## src/keypad_time_date_entry_unit_defines.svh

```systemverilog
// assertion macros shared by the keypad time and date entry block
`ifndef KEYPAD_TIME_DATE_ENTRY_UNIT_DEFINES_SVH
`define KEYPAD_TIME_DATE_ENTRY_UNIT_DEFINES_SVH

// property checked on every rising clock edge outside reset
`define KTE_ASSERT(label, clk, rst_n, prop, msg) \
  label: assert property (@(posedge clk) disable iff (!rst_n) prop) else $error(msg);

// condition that must never be seen outside reset
`define KTE_NEVER(label, clk, rst_n, cond, msg) \
  label: assert property (@(posedge clk) disable iff (!rst_n) !(cond)) else $error(msg);

`endif

```

## src/kte_pkg.sv

```systemverilog
// types, codes and helper functions of the keypad time and date entry block
package kte_pkg;

  localparam int NumDigits = 15;
  localparam logic [3:0] LastPos = 4'd14;

  // item kinds
  localparam logic [2:0] MODE_DIGIT  = 3'd0;
  localparam logic [2:0] MODE_FWD    = 3'd1;
  localparam logic [2:0] MODE_BACK   = 3'd2;
  localparam logic [2:0] MODE_CLEAR  = 3'd3;
  localparam logic [2:0] MODE_COMMIT = 3'd4;
  localparam logic [2:0] MODE_LOAD   = 3'd5;

  // result event codes
  localparam logic [1:0] EV_NONE   = 2'd0;
  localparam logic [1:0] EV_OK     = 2'd1;
  localparam logic [1:0] EV_REJECT = 2'd2;

  // range limits checked at commit (MaxDigit is checked at digit entry)
  localparam logic [7:0]  MaxHour   = 8'd23;
  localparam logic [7:0]  MaxMinSec = 8'd59;
  localparam logic [7:0]  MaxDay    = 8'd31;
  localparam logic [7:0]  MaxMonth  = 8'd12;
  localparam logic [3:0]  MaxWday   = 4'd6;
  localparam logic [3:0]  MaxDigit  = 4'd9;
  localparam logic [14:0] MinYear   = 15'd2000;
  localparam logic [14:0] MaxYear   = 15'd2099;

  typedef logic [3:0] digit_t;
  typedef logic [NumDigits-1:0][3:0] digit_vec_t;

  typedef struct packed {
    logic [4:0]  hour;
    logic [5:0]  minute;
    logic [5:0]  second;
    logic [4:0]  day;
    logic [3:0]  month;
    logic [11:0] year;
    logic [2:0]  weekday;
  } cur_t;

  typedef struct packed {
    logic [2:0] mode;
    digit_t     digit;
    cur_t       cur;
  } op_t;

  typedef struct packed {
    logic [1:0]  event_res;
    logic [4:0]  hour;
    logic [5:0]  minute;
    logic [5:0]  second;
    logic [4:0]  day_of_month;
    logic [3:0]  month_num;
    logic [11:0] year_num;
    logic [2:0]  weekday;
  } result_t;

  typedef struct packed {
    digit_t      q;
    logic [11:0] rem;
  } split_t;

  // one decimal digit off the top: parallel compares against unit multiples
  function automatic split_t dec_split(input logic [11:0] v, input logic [13:0] unit);
    split_t      r;
    logic [13:0] sub;
    r.q = '0;
    sub = '0;
    for (int i = 1; i < 10; i++) begin
      if ({2'b00, v} >= unit * 14'(i)) begin
        r.q = 4'(i);
        sub = unit * 14'(i);
      end
    end
    r.rem = v - sub[11:0];
    return r;
  endfunction

endpackage

```

## src/kte_load.sv

```systemverilog
// splits the current clock values into the fifteen edit digits
module kte_load
  import kte_pkg::*;
(
  input  cur_t       cur_i,
  output digit_vec_t digits_o
);

  split_t hr_s, mi_s, se_s, dy_s, mo_s, y1_s, y2_s, y3_s;

  always_comb begin
    hr_s = dec_split({7'b0, cur_i.hour}, 14'd10);
    mi_s = dec_split({6'b0, cur_i.minute}, 14'd10);
    se_s = dec_split({6'b0, cur_i.second}, 14'd10);
    dy_s = dec_split({7'b0, cur_i.day}, 14'd10);
    mo_s = dec_split({8'b0, cur_i.month}, 14'd10);
    // year peeled one decimal place per step
    y1_s = dec_split(cur_i.year, 14'd1000);
    y2_s = dec_split(y1_s.rem, 14'd100);
    y3_s = dec_split(y2_s.rem, 14'd10);

    digits_o[0]  = hr_s.q;
    digits_o[1]  = hr_s.rem[3:0];
    digits_o[2]  = mi_s.q;
    digits_o[3]  = mi_s.rem[3:0];
    digits_o[4]  = se_s.q;
    digits_o[5]  = se_s.rem[3:0];
    digits_o[6]  = dy_s.q;
    digits_o[7]  = dy_s.rem[3:0];
    digits_o[8]  = mo_s.q;
    digits_o[9]  = mo_s.rem[3:0];
    digits_o[10] = y1_s.q;
    digits_o[11] = y2_s.q;
    digits_o[12] = y3_s.q;
    digits_o[13] = y3_s.rem[3:0];
    digits_o[14] = {1'b0, cur_i.weekday};
  end

endmodule

```

## src/kte_commit.sv

```systemverilog
// joins the digits into values and range-checks them on commit
module kte_commit
  import kte_pkg::*;
(
  input  logic [2:0] mode_i,
  input  digit_vec_t digits_i,
  output result_t    res_o
);

  logic [7:0]  hh, mm, ss, dd, mo;
  logic [14:0] yy;
  logic        bad;

  always_comb begin
    hh = 8'(digits_i[0]) * 8'd10 + 8'(digits_i[1]);
    mm = 8'(digits_i[2]) * 8'd10 + 8'(digits_i[3]);
    ss = 8'(digits_i[4]) * 8'd10 + 8'(digits_i[5]);
    dd = 8'(digits_i[6]) * 8'd10 + 8'(digits_i[7]);
    mo = 8'(digits_i[8]) * 8'd10 + 8'(digits_i[9]);
    yy = 15'(digits_i[10]) * 15'd1000 + 15'(digits_i[11]) * 15'd100
       + 15'(digits_i[12]) * 15'd10 + 15'(digits_i[13]);
    bad = (hh > MaxHour) || (mm > MaxMinSec) || (ss > MaxMinSec)
       || (dd == 8'd0) || (dd > MaxDay) || (mo == 8'd0) || (mo > MaxMonth)
       || (digits_i[14] > MaxWday) || (yy < MinYear) || (yy > MaxYear);

    res_o = '0;
    if (mode_i == MODE_COMMIT) begin
      if (bad) begin
        res_o.event_res = EV_REJECT;
      end else begin
        res_o.event_res    = EV_OK;
        res_o.hour         = hh[4:0];
        res_o.minute       = mm[5:0];
        res_o.second       = ss[5:0];
        res_o.day_of_month = dd[4:0];
        res_o.month_num    = mo[3:0];
        res_o.year_num     = yy[11:0];
        res_o.weekday      = digits_i[14][2:0];
      end
    end
  end

endmodule

```

## src/kte_edit.sv

```systemverilog
// digit store and cursor with their per-item update
module kte_edit
  import kte_pkg::*;
(
  input  logic       clk_i,
  input  logic       rst_ni,
  input  logic       fire_i,
  input  op_t        op_i,
  output digit_vec_t digits_o,
  output logic [3:0] cursor_next_o
);

  digit_vec_t digits_q, digits_d, load_digits;
  logic [3:0] cursor_q, cursor_d;

  kte_load u_load (
    .cur_i    (op_i.cur),
    .digits_o (load_digits)
  );

  always_comb begin
    digits_d = digits_q;
    cursor_d = cursor_q;
    if (fire_i) begin
      unique case (op_i.mode)
        MODE_DIGIT: begin
          if (op_i.digit <= MaxDigit && cursor_q <= LastPos) begin
            digits_d[cursor_q] = op_i.digit;
          end
        end
        MODE_FWD: begin
          if (cursor_q < LastPos) cursor_d = cursor_q + 4'd1;
        end
        MODE_BACK: begin
          if (cursor_q != 4'd0) cursor_d = cursor_q - 4'd1;
        end
        MODE_CLEAR: begin
          digits_d = '0;
          cursor_d = '0;
        end
        MODE_LOAD: begin
          digits_d = load_digits;
          cursor_d = '0;
        end
        // commit and unused codes leave the state alone
        default: ;
      endcase
    end
  end

  always_ff @(posedge clk_i or negedge rst_ni) begin
    if (!rst_ni) begin
      digits_q <= '0;
      cursor_q <= '0;
    end else begin
      digits_q <= digits_d;
      cursor_q <= cursor_d;
    end
  end

  assign digits_o      = digits_q;
  assign cursor_next_o = cursor_d;

endmodule

```

## src/keypad_time_date_entry_unit.sv

```systemverilog
// Keypad time and date entry editor, top level.
// Usage:
//   Input channel (in_valid_i / in_stall_o) carries one key item: mode, digit
//   and the current clock values used by a load. Output channel
//   (out_valid_o / out_stall_i) returns exactly one result per item: the
//   cursor after the item, an event code and, for an accepted commit, the
//   committed time and date fields (zero otherwise).
//   An item is taken into an input register, processed in one pass of small
//   logic against the digit store and cursor, and lands in the result
//   register. Throughput is one item per cycle while the receiver does not
//   stall; the digit store and cursor update in the same cycle as the item
//   is processed, so consecutive items chain.
//   While the receiver stalls, the result register holds and the input
//   register holds its item; a new item is still taken while the input
//   register is empty, and in_stall_o rises only when both are full.
//   Reset clears all fifteen digits, homes the cursor and empties both
//   registers.
`include "keypad_time_date_entry_unit_defines.svh"

module keypad_time_date_entry_unit
  import kte_pkg::*;
(
  input  logic        clk_i,
  input  logic        rst_ni,
  input  logic        in_valid_i,
  output logic        in_stall_o,
  input  logic [2:0]  mode_i,
  input  logic [3:0]  digit_i,
  input  logic [4:0]  cur_hour_i,
  input  logic [5:0]  cur_minute_i,
  input  logic [5:0]  cur_second_i,
  input  logic [4:0]  cur_day_i,
  input  logic [3:0]  cur_month_i,
  input  logic [11:0] cur_year_i,
  input  logic [2:0]  cur_weekday_i,
  output logic        out_valid_o,
  input  logic        out_stall_i,
  output logic [3:0]  cursor_o,
  output logic [1:0]  event_res_o,
  output logic [4:0]  hour_o,
  output logic [5:0]  minute_o,
  output logic [5:0]  second_o,
  output logic [4:0]  day_of_month_o,
  output logic [3:0]  month_num_o,
  output logic [11:0] year_num_o,
  output logic [2:0]  weekday_o
);

  logic       s1_valid_q;
  op_t        s1_op_q;
  logic       out_free, s1_en, fire;
  digit_vec_t digits;
  logic [3:0] cursor_next;
  result_t    res;
  logic       out_valid_q;
  logic [3:0] cursor_q;
  result_t    res_q;

  assign out_free   = !out_valid_q || !out_stall_i;
  assign fire       = s1_valid_q && out_free;
  assign s1_en      = !s1_valid_q || out_free;
  assign in_stall_o = s1_valid_q && !out_free;

  // input register
  always_ff @(posedge clk_i or negedge rst_ni) begin
    if (!rst_ni) begin
      s1_valid_q <= 1'b0;
    end else if (s1_en) begin
      s1_valid_q <= in_valid_i;
    end
  end

  always_ff @(posedge clk_i) begin
    if (s1_en && in_valid_i) begin
      s1_op_q <= '{mode: mode_i, digit: digit_i,
                   cur: '{hour: cur_hour_i, minute: cur_minute_i,
                          second: cur_second_i, day: cur_day_i,
                          month: cur_month_i, year: cur_year_i,
                          weekday: cur_weekday_i}};
    end
  end

  kte_edit u_edit (
    .clk_i         (clk_i),
    .rst_ni        (rst_ni),
    .fire_i        (fire),
    .op_i          (s1_op_q),
    .digits_o      (digits),
    .cursor_next_o (cursor_next)
  );

  // commit checks the digits as they stood before this item
  kte_commit u_commit (
    .mode_i   (s1_op_q.mode),
    .digits_i (digits),
    .res_o    (res)
  );

  // result register
  always_ff @(posedge clk_i or negedge rst_ni) begin
    if (!rst_ni) begin
      out_valid_q <= 1'b0;
    end else if (out_free) begin
      out_valid_q <= s1_valid_q;
    end
  end

  always_ff @(posedge clk_i) begin
    if (fire) begin
      cursor_q <= cursor_next;
      res_q    <= res;
    end
  end

  assign out_valid_o    = out_valid_q;
  assign cursor_o       = cursor_q;
  assign event_res_o    = res_q.event_res;
  assign hour_o         = res_q.hour;
  assign minute_o       = res_q.minute;
  assign second_o       = res_q.second;
  assign day_of_month_o = res_q.day_of_month;
  assign month_num_o    = res_q.month_num;
  assign year_num_o     = res_q.year_num;
  assign weekday_o      = res_q.weekday;

  `KTE_NEVER(a_cursor_range, clk_i, rst_ni,
    out_valid_o && (cursor_o > LastPos), "cursor past last digit")
  `KTE_ASSERT(a_ok_fields, clk_i, rst_ni,
    (out_valid_o && (event_res_o == EV_OK)) |-> ((hour_o <= 5'd23) && (month_num_o != 4'd0)
      && (year_num_o >= 12'd2000) && (year_num_o <= 12'd2099)),
    "accepted commit out of range")
  `KTE_ASSERT(a_zero_fields, clk_i, rst_ni,
    (out_valid_o && (event_res_o != EV_OK)) |-> ((hour_o == 5'd0) && (year_num_o == 12'd0)
      && (weekday_o == 3'd0)),
    "fields nonzero without accepted commit")
  `KTE_NEVER(a_event_code, clk_i, rst_ni,
    out_valid_o && (event_res_o == 2'd3), "undefined event code")
  `KTE_ASSERT(a_stall_full, clk_i, rst_ni,
    in_stall_o |-> (s1_valid_q && out_valid_q), "input stalled with free space")

endmodule

```

## config.mk

```make
export PLATFORM = sky130hd
export DESIGN_NAME = keypad_time_date_entry_unit
export DESIGN_NICKNAME = d
export VERILOG_FILES = /design/src/kte_pkg.sv /design/src/kte_load.sv /design/src/kte_commit.sv /design/src/kte_edit.sv /design/src/keypad_time_date_entry_unit.sv
export VERILOG_INCLUDE_DIRS = /design/src /design/src/src
export SDC_FILE = /design/constraint.sdc
export NUM_CORES = 1
export LEC_CHECK = 0
export ABC_CLOCK_PERIOD_IN_PS = 10400
export BUFFER_PORTS_ARGS = -buffer_cell sky130_fd_sc_hd__buf_2
export CORE_AREA = 3 3 143 145
export CTS_CLUSTER_DIAMETER = 60
export DETAILED_ROUTE_END_ITERATION = 6
export DIE_AREA = 0 0 146 148
export PLACE_DENSITY = 0.84
export SKIP_CTS_REPAIR_TIMING = 1
export SLEW_MARGIN = 30
export SYNTH_ARGS = -nofsm -noshare
export SYNTH_HDL_FRONTEND = slang
export SYNTH_SLANG_ARGS = --single-unit
```

## constraint.sdc

```tcl
create_clock -name clk_i -period 10.4 [get_ports clk_i]
set_input_delay 1.56 -clock clk_i [delete_from_list [all_inputs] [get_ports clk_i]]
set_output_delay 1.56 -clock clk_i [all_outputs]
set_load 0.05 [all_outputs]
```

==> run_results.csv, run 1 <==
group,metric,value,unit
status,status,"finished clean",
detailed_routing,drtIter0Drc,866,
clocking,h-tree-depth,4,
detailed_routing,wirelength,26.7,mm
logic_synthesis,ys_seq_elements,161,
grt,grt_overflow,0,
worst_setup_path,cp.arrival,8.15,ns
clocking,clkTransAtPathRegs,0.07,ns
logic_synthesis,synth_top_flop_cell,"edfxtp_1",
logic_synthesis,synth.distinct_cells,81,
logic_synthesis,synth_fp_nets,1365,
timing,hold_ws,0.501,ns
floorplanning,die_y,148,um
logic_synthesis,synth_simple_gate_area_share,14.6,%
floorplanning,core,0.0193,sq mm
logic_synthesis,synth.most_common_cell,"ha_1",
grt,grtUsageTotal,25.2,%
detailed_routing,drt_pre_antenna_iters,6,
floorplanning,dieArea,0.0216,sq mm
detailed_routing,highest_layer,"met4",
placed_design,io_buffers,100,
detailed_routing,drc,0,
floorplanning,die_w,146,um
timing,finalClockSkew,0.00859,ns
worst_setup_path,rr_worst_depth,31,
timing,finalSetupViolations,0,
clocking,cts.sinks,161,
floorplanning,io_pins,101,
timing,fin_crit,7.82,ns
worst_setup_path,r2r_setup_slack,2.58,ns
clocking,clk_path_buf_depth,2,
worst_setup_path,worst_path_most_repeated_cell,"a21oi_1",
timing,fmax,128,MHz
detailed_routing,antenna_left,0,
logic_synthesis,synth_compound_area_share,19.4,%
placed_design,gp_congestion,0.924,
detailed_routing,dr_total_vias,9403,
logic_synthesis,synthDominantCellAreaShare,24.6,%
cells_and_area,insertedDiodeCount,0,
worst_setup_path,worst_setup_path_end_kind,"flop",
worst_setup_path,crit_fanout,8,
cells_and_area,nets,1456,
logic_synthesis,synthAdderAreaFrac,18.2,%
logic_synthesis,syn_avg_cell_area,9.92,sq um
logic_synthesis,async_flop_share,41.0,%
worst_setup_path,r2r-start,"s1_op_q[8]",
detailed_routing,via_per_inst,6.12,
timing,rsz0062_at_grt,"false",
timing,hold_violations,0,
logic_synthesis,ys_seq_area_share,38.9,%
clocking,cts-root-buf,"clkbuf_16",
detailed_routing,wl_per_cell,17.4,um
worst_setup_path,critical_path.startpoint_type,"flop",
worst_hold_path,min-delay-path-class,"flop to flop",
worst_setup_path,max_stage_delay,0.75,ns
cells_and_area,drive_gt1_share,12.3,%
logic_synthesis,synth_area,0.0116,sq mm
cells_and_area,nFillCells,1464,
clocking,cts_tree,"done",
grt,grt_pass1_wl,44.6,mm
timing,relSlewSlack,38.4,%
timing,tightestPinTransition,0.922,ns
logic_synthesis,synth_edf_count,95,
cells_and_area,syn2layout_area_growth,11.1,%
timing,drv_slew,0,
detailed_routing,wl_met2,12.0,mm
logic_synthesis,synthTopCellsByCount,"112 x ha_1, 101 x a21oi_1, 95 x edfxtp_1",
timing,fin_crit_sh,75.2,%
grt,grt_pass1_vias,9047,
logic_synthesis,synth_top_family_by_area,"compound AO/OA/AOI/OAI gates",
placed_design,dpl.hpwl,19.9,mm
worst_setup_path,slowest_stage,"a2111oi_0",
worst_setup_path,required,10.72,ns
logic_synthesis,yosys_warnings,0,
logic_synthesis,syn_inst,1167,
detailed_routing,wl_met3,2.09,mm
worst_setup_path,critical_path_class,"flop to flop",
logic_synthesis,synth_area_leaders,"edfxtp_1 25%, dfrtp_1 14%, ha_1 12%, fa_1 5.9%, a21oi_1 4.4%",
logic_synthesis,synth_area_leader_cell,"edfxtp_1",
floorplanning,initial_utilization,59.9,%
grt,grt_antenna_before_repair,0,
floorplanning,rows,51,
timing,tns,0,ns
job,cap_violations,0,
logic_synthesis,synthXorXnorAreaFrac,3.48,%
clocking,insertion_delay,0.44,ns
worst_setup_path,worstSetupStartpoint,"s1_op_q[8]",
detailed_routing,wl_met1,11.8,mm
clocking,numCtsBuffers,17,
grt,grt_max_degree,67,
logic_synthesis,muxShareOfSynthArea,1.34,%
## worst min path at each step
stage / from / endpoint / slack (ns) / cells after the start
final: s1_valid_q / out_valid_o / 0.50 / 1
after global routing: s1_valid_q / out_valid_o / 0.52 / 1
after CTS: s1_valid_q / out_valid_o / 0.50 / 1
after detailed placement: s1_valid_q / out_valid_o / 0.49 / 1
after global placement: s1_valid_q / out_valid_o / 0.47 / 1
after floorplan: s1_valid_q / out_valid_o / 0.46 / 1
## area by class of cell
| type | count | area [sq um] | area share, % |
|---|---|---|---|
| multi-input combinational | 888 | 6600 | 51.3 |
| sequential | 161 | 4500 | 35.0 |
| timing repair buffer | 102 | 515 | 4.01 |
| clock buffer | 20 | 468 | 3.64 |
| inverter | 88 | 333 | 2.59 |
| tap | 265 | 332 | 2.58 |
| clock inverter | 12 | 113 | 0.875 |
## cells by family after synthesis
family | count (synthesis)
flip-flops | 161
AO/OA/AOI/OAI | 341
XOR/XNOR | 46
multiplexers | 15
adder cells (fa/ha/maj) | 148
AND/OR/NAND/NOR | 338
buffers and inverters | 118
## layer usage
layer | vias up | global-route usage (%)
li1 | 4461 | -
met1 | 4446 | 35.1
met2 | 434 | 40.4
met3 | 62 | 4.45
met4 | 0 | 8.47
met5 | - | 0
## cells in the final DEF (no fill, tap or decap), drive strengths merged, types with 11 or more instances in the layout
cell type,Yosys,routed
o21ai,61,61
nor3,15,15
xnor2,23,23
nand2,88,88
ha,112,112
buf,8,102
o221ai,13,13
dfrtp,66,66
nand2b,18,18
a21oi,103,103
a31oi,17,17
nand3,19,19
nor2b,13,13
clkbuf,22,20
o21a,19,19
xor2,23,23
mux2i,11,11
o22ai,12,12
nor2,83,83
a21o,23,23
and2,40,40
fa,34,34
inv,88,95
edfxtp,95,95
## through the flow
step | setup WS [ns] | instance area (sq um) | utilization [%] | cells
global route | 2.06 | 12900 | 66.6 | 1536
CTS | 2.85 | 12900 | 66.6 | 1536
finish | 2.58 | 12900 | 66.6 | 1536
detailed placement | 2.90 | 12300 | 63.6 | 1504
global placement | 3.37 | 12300 | 63.5 | 1504
floorplan | 3.92 | 11600 | - | 1167
## worst max-delay path: cells and delay by family (launching register included)
family                     cells  cell delay, ns
and+or+nand+nor                8            1.47
xor gates and xnor gates       2            0.38
adders and majority gates      5            1.69
buffers and inverters          1            0.06
AOI/OAI and AO/OA             13            3.30
muxes                          2            0.30
DFF                            1            0.49
Power of run 1 is not shown: default switching activity piles up to over one toggle a cycle in this logic, so the estimate is an artifact.
==> inputs of run 2 (changes only) <==
ABC_CLOCK_PERIOD_IN_PS = 7800   (was 10400)
clock period = 7.8 ns   (was 10.4 ns; I/O delays follow)
==> run 2 against run 1 <==
Compared with the run above:
- hold slack gained 0.012 ns
- first-iteration DRC count grew 8.1%
- flip-flop and latch count is the same
- critical path depth is the same
- largest cell class unchanged
- wire length shrank 0.56%
- highest routed layer unchanged
==> run_results.csv, run 2 (synthesized netlist as in run 1, its figures left out) <==
group,metric,value,unit
detailed_routing,drt_pre_antenna_iters,7,
grt,grt_pass1_vias,8805,
detailed_routing,drtIter0Drc,936,
detailed_routing,via_per_inst,6.11,
detailed_routing,drc,0,
detailed_routing,wirelength,26.5,mm
placed_design,gp_congestion,0.925,
floorplanning,rows,51,
timing,tightestPinTransition,0.941,ns
timing,hold_ws,0.513,ns
cells_and_area,syn2layout_area_growth,11.4,%
placed_design,io_buffers,100,
floorplanning,dieArea,0.0216,sq mm
worst_setup_path,worst_setup_path_end_kind,"flop",
timing,drv_slew,0,
worst_setup_path,crit_fanout,8,
status,status,"finished clean",
worst_setup_path,critical_path.startpoint_type,"flop",
worst_setup_path,worst_path_most_repeated_cell,"a21oi_1",
timing,finalSetupViolations,0,
grt,grt_overflow,0,
cells_and_area,nets,1458,
worst_setup_path,max_stage_delay,0.48,ns
grt,grtUsageTotal,24.7,%
clocking,clk_path_buf_depth,2,
floorplanning,io_pins,101,
worst_setup_path,slowest_stage,"fa_1",
detailed_routing,dr_total_vias,9391,
placed_design,dpl.hpwl,19.5,mm
clocking,insertion_delay,0.44,ns
cells_and_area,layout_common_cells,"112 x ha_1, 100 x a21oi_1, 100 x buf_2",
clocking,cts-root-buf,"clkbuf_16",
timing,fin_crit_sh,92.4,%
grt,grt_antenna_before_repair,0,
timing,relSlewSlack,37.1,%
clocking,numCtsBuffers,17,
floorplanning,die_y,148,um
timing,hold_violations,0,
detailed_routing,wl_per_cell,17.3,um
job,cap_violations,0,
clocking,cts.sinks,161,
grt,grt_pass1_wl,43.5,mm
cells_and_area,insertedDiodeCount,0,
worst_setup_path,required,8.12,ns
cells_and_area,drive_gt1_share,12.6,%
clocking,h-tree-depth,4,
floorplanning,die_w,146,um
detailed_routing,antenna_left,0,
worst_setup_path,r2r-start,"s1_op_q[8]",
worst_hold_path,min-delay-path-class,"flop to flop",
floorplanning,core,0.0193,sq mm
worst_setup_path,worstSetupStartpoint,"s1_op_q[8]",
worst_setup_path,cp.arrival,7.53,ns
cells_and_area,final_common_cell,"ha_1",
timing,fmax,139,MHz
worst_setup_path,critical_path_class,"flop to flop",
timing,finalClockSkew,0.0147,ns
floorplanning,initial_utilization,59.9,%
timing,fin_crit,7.21,ns
clocking,clkTransAtPathRegs,0.06,ns
grt,grt_max_degree,67,
clocking,cts_tree,"done",
-- run 2: changes by cell type in the layout (fill, tap and decap cells not counted), moves of 2 or more --
cell	delta
clkinv_4	-4
a2111oi_0	-2
a2111oi_1	+2
buf_4	+2
clkinv_2	+2
inv_6	+2
-- run 2: per-stage QoR --
step	TNS [ns]	utilization (%)	worst slack, ns	instances	cell area [sq um]
after detailed placement	0	63.6	0.613	1506	12300
after global placement	0	63.6	0.830	1506	12300
final	0	66.7	0.592	1538	12900
after CTS	0	66.6	0.564	1538	12900
after global routing	-0.0596	66.7	-0.0596	1538	12900
after floorplan	0	-	1.32	1167	11600
-- run 2: path summary, 6_finish.rpt --
path / cells after the start / slack, ns / to
worst max-delay path: 31 / 0.59 / flop
worst min-delay path: 1 / 0.51 / flop
worst max register to register: 31 / 0.59 / flop
worst min register to register: 1 / 0.51 / flop
max in group asynchronous: 2 / 6.31 / async pin
min in group asynchronous: 2 / 0.91 / u_edit.cursor_q[0]
-- run 2: final cells by class --
cell class,count,area (sq um)
inverter,88,332
clock inverter,12,101
timing repair buffer,104,531
multi-input combinational,888,6620
fill,1481,6440
tap,265,332
clock buffer,20,479
sequential,161,4500
-- run 2: worst max-delay path, delay by kind of cell, from the launching register on --
kind	cells	cell delay (ns)
fa+ha+maj	5	1.66
compound gates	11	2.11
xor+xnor	2	0.51
buf+inv	2	0.30
mux	2	0.29
simple gates	9	1.71
flops	1	0.47
-- run 2: metal layers --
metal / GRT usage (%) / share of wire, % / wire length (um) / up-vias
met4: 7.38 / 1.6 / 434 / 0
met2: 39.3 / 46 / 12300 / 416
met5: 0 / 0 / 0 / -
li1: - / - / - / 4481
met1: 35.2 / 45 / 11800 / 4449
met3: 4.11 / 7.5 / 1990 / 45
Power of run 2 is left out for the same reason.
==> inputs of run 3 (changes only) <==
ABC_AREA = 1   (was unset)
CORE_AREA = 3 3 144 146   (was 3 3 143 145)
DIE_AREA = 0 0 147 149   (was 0 0 146 148)
PLACE_DENSITY = 0.83   (was 0.84)
==> run 3 against run 2 <==
Compared with the run above:
- worst setup slack better by 0.23 ns
- fmax up 3.3%
- sequential share of layout area down 0.17 points
- flip-flop and latch count unchanged
- wire length down 0.79%
- non-clock buffer count down 1
- clock skew down 0.0018 ns
- highest routed layer unchanged
==> run_results.csv, run 3 <==
group,metric,value,unit
detailed_routing,wl_met2,12.2,mm
power_and_ir_drop,p_per_area,375,mW/mm^2
timing,relSlewSlack,44.1,%
grt,grt_pass1_wl,43.5,mm
worst_setup_path,crit_fanout,4,
logic_synthesis,synth_area_leader_cell,"edfxtp_1",
logic_synthesis,syn_inst,1330,
worst_hold_path,min-delay-path-class,"flop to flop",
floorplanning,die_w,147,um
grt,grt_overflow,0,
timing,fin_crit,6.98,ns
clocking,clkTransAtPathRegs,0.06,ns
cells_and_area,final_common_cell,"inv_1",
logic_synthesis,ys_seq_area_share,38.8,%
timing,finalSetupViolations,0,
timing,fmax,143,MHz
placed_design,gp_congestion,0.988,
logic_synthesis,synth_top_flop_cell,"edfxtp_1",
placed_design,place_area,0.0124,sq mm
detailed_routing,via_per_inst,5.52,
floorplanning,rows,51,
worst_setup_path,critPathBufInv,7,
worst_setup_path,critical_path_class,"flop to flop",
grt,grt_pass1_vias,9166,
worst_setup_path,required,8.15,ns
logic_synthesis,synth.most_common_cell,"inv_1",
logic_synthesis,synth_fp_nets,1528,
floorplanning,die_y,149,um
power_and_ir_drop,leakage,6.32,nW
logic_synthesis,synth_area_leaders,"edfxtp_1 25%, dfrtp_1 14%, ha_1 12%, inv_1 7.4%, nand2_1 7.3%",
worst_setup_path,cp.arrival,7.33,ns
placed_design,io_buffers,100,
detailed_routing,drc,0,
worst_setup_path,worst_setup_path_end_kind,"flop",
detailed_routing,wirelength,26.3,mm
clocking,cts.sinks,161,
placed_design,dpl.hpwl,20.2,mm
cells_and_area,fin_area,0.0130,sq mm
timing,hold_violations,0,
grt,grtUsageTotal,24.5,%
timing,drv_slew,0,
detailed_routing,highest_layer,"met4",
detailed_routing,drtIter0Drc,750,
cells_and_area,insertedDiodeCount,0,
logic_synthesis,syn_avg_cell_area,8.74,sq um
logic_synthesis,async_flop_share,41.0,%
worst_setup_path,r2r_setup_slack,0.82,ns
detailed_routing,antenna_left,0,
worst_setup_path,max_stage_delay,0.66,ns
logic_synthesis,synthTopCellsByCount,"229 x inv_1, 225 x nand2_1, 119 x nor2_1",
detailed_routing,wl_met1,11.7,mm
cells_and_area,final_util,66.4,%
timing,tightestPinTransition,0.838,ns
clocking,cts_tree,"done",
clocking,h-tree-depth,4,
timing,tns,0,ns
floorplanning,io_pins,101,
worst_setup_path,slowest_stage,"a2111oi_1",
grt,grt_antenna_before_repair,0,
cells_and_area,drive_gt1_share,13.2,%
detailed_routing,wl_met3,1.99,mm
detailed_routing,dr_total_vias,9471,
logic_synthesis,ys_seq_elements,161,
status,status,"finished clean",
clocking,insertion_delay,0.43,ns
logic_synthesis,yosys_warnings,0,
floorplanning,initial_utilization,59.5,%
worst_hold_path,min_from,"s1_valid_q",
cells_and_area,syn2layout_area_growth,11.5,%
logic_synthesis,synth.distinct_cells,63,
worst_setup_path,worst_path_most_repeated_cell,"nand2_1",
clocking,numCtsBuffers,17,
job,cap_violations,0,
clocking,cts-root-buf,"clkbuf_16",
detailed_routing,drt_pre_antenna_iters,5,
worst_setup_path,critical_path.startpoint_type,"flop",
worst_setup_path,worstSetupStartpoint,"s1_op_q[11]",
timing,fin_crit_sh,89.5,%
worst_setup_path,cp_top_family,"simple AND/OR/NAND/NOR gates",
floorplanning,core,0.0195,sq mm
power_and_ir_drop,power.total,4.86,mW
timing,hold_ws,0.500,ns
cells_and_area,layout_common_cells,"228 x inv_1, 225 x nand2_1, 119 x nor2_1",
cells_and_area,nets,1636,
logic_synthesis,synth_edf_count,95,
grt,grt_max_degree,67,
detailed_routing,wl_per_cell,15.3,um
logic_synthesis,synth_area,0.0116,sq mm
power_and_ir_drop,vdd_drop_max,0.000316,V
logic_synthesis,synthDominantCellAreaShare,24.5,%
floorplanning,dieArea,0.0219,sq mm
timing,rsz0062_at_grt,"false",
clocking,clk_path_buf_depth,2,
worst_setup_path,r2r-start,"s1_op_q[11]",
timing,finalClockSkew,0.0129,ns
[run 3: cell types whose count changed after synthesis, moves of 13 or more]
| cell | change |
|---|---|
| o221ai_1 | -13 |
| nor2_1 | +36 |
| o21ai_0 | +20 |
| a21o_1 | -22 |
| inv_1 | +141 |
| nand2b_1 | -18 |
| nand2_1 | +137 |
| nor2b_1 | -13 |
| clkbuf_1 | -15 |
| and2_1 | -37 |
| nand3_1 | +42 |
| a21oi_1 | -28 |
[run 3: area by class of cell]
class,count,area [sq um]
fillers,1541,6570
flip-flops and latches,161,4500
clock buffers,22,465
multi-input cells,919,6160
clock inverters,10,86.3
repair buffers,103,523
well taps,265,332
inverters,236,887
[run 3: tightest hold or removal path, stage by stage (launching register included)]
cell     delay [ns]
dfrtp_1        0.32
inv_1          0.07
nand2_1        0.07
[run 3: power breakdown]
| group | leakage [nW] | switching [mW] | internal (mW) |
|---|---|---|---|
| sequential | 1.78 | 0.139 | 1.06 |
| combinational | 4.26 | 1.82 | 1.05 |
| clock | 0.269 | 0.331 | 0.456 |
| total | 6.32 | 2.29 | 2.57 |
[run 3: logic make-up (layout without fill, tap and decap cells)]
| group | after synthesis | count (layout) | share of synthesized area [%] |
|---|---|---|---|
| adder cells (fa/ha/maj) | 146 | 146 | 17.9 |
| buffers and inverters | 250 | 371 | 8.39 |
| AND/OR/NAND/NOR | 473 | 473 | 17.7 |
| multiplexers | 11 | 11 | 1.07 |
| XOR/XNOR | 44 | 44 | 3.57 |
| flip-flops | 161 | 161 | 38.8 |
| AO/OA/AOI/OAI | 245 | 245 | 12.6 |
[run 3: worst paths after layout]
| path | cells after the start | endpoint |
|---|---|---|
| setup reg to reg | 48 | flop |
| max in group asynchronous | 2 | async pin |
| hold reg to reg | 2 | out_valid_o |
| hold / removal | 2 | out_valid_o |
| min in group asynchronous | 2 | async pin |
| setup / recovery | 48 | flop |
[run 3: stage by stage]
step,std cells,setup slack (ns)
after CTS,1716,0.629
after detailed placement,1684,0.660
after global placement,1684,1.08
after floorplan,1330,1.56
final,1716,0.823
after global routing,1716,0.139
[run 3: routing by layer]
layer	track usage, %	vias up
met5	0	-
met4	6.90	0
met3	5.50	48
met2	39.6	389
met1	33.5	4383
li1	-	4651
(Power assumes the default switching activity.)
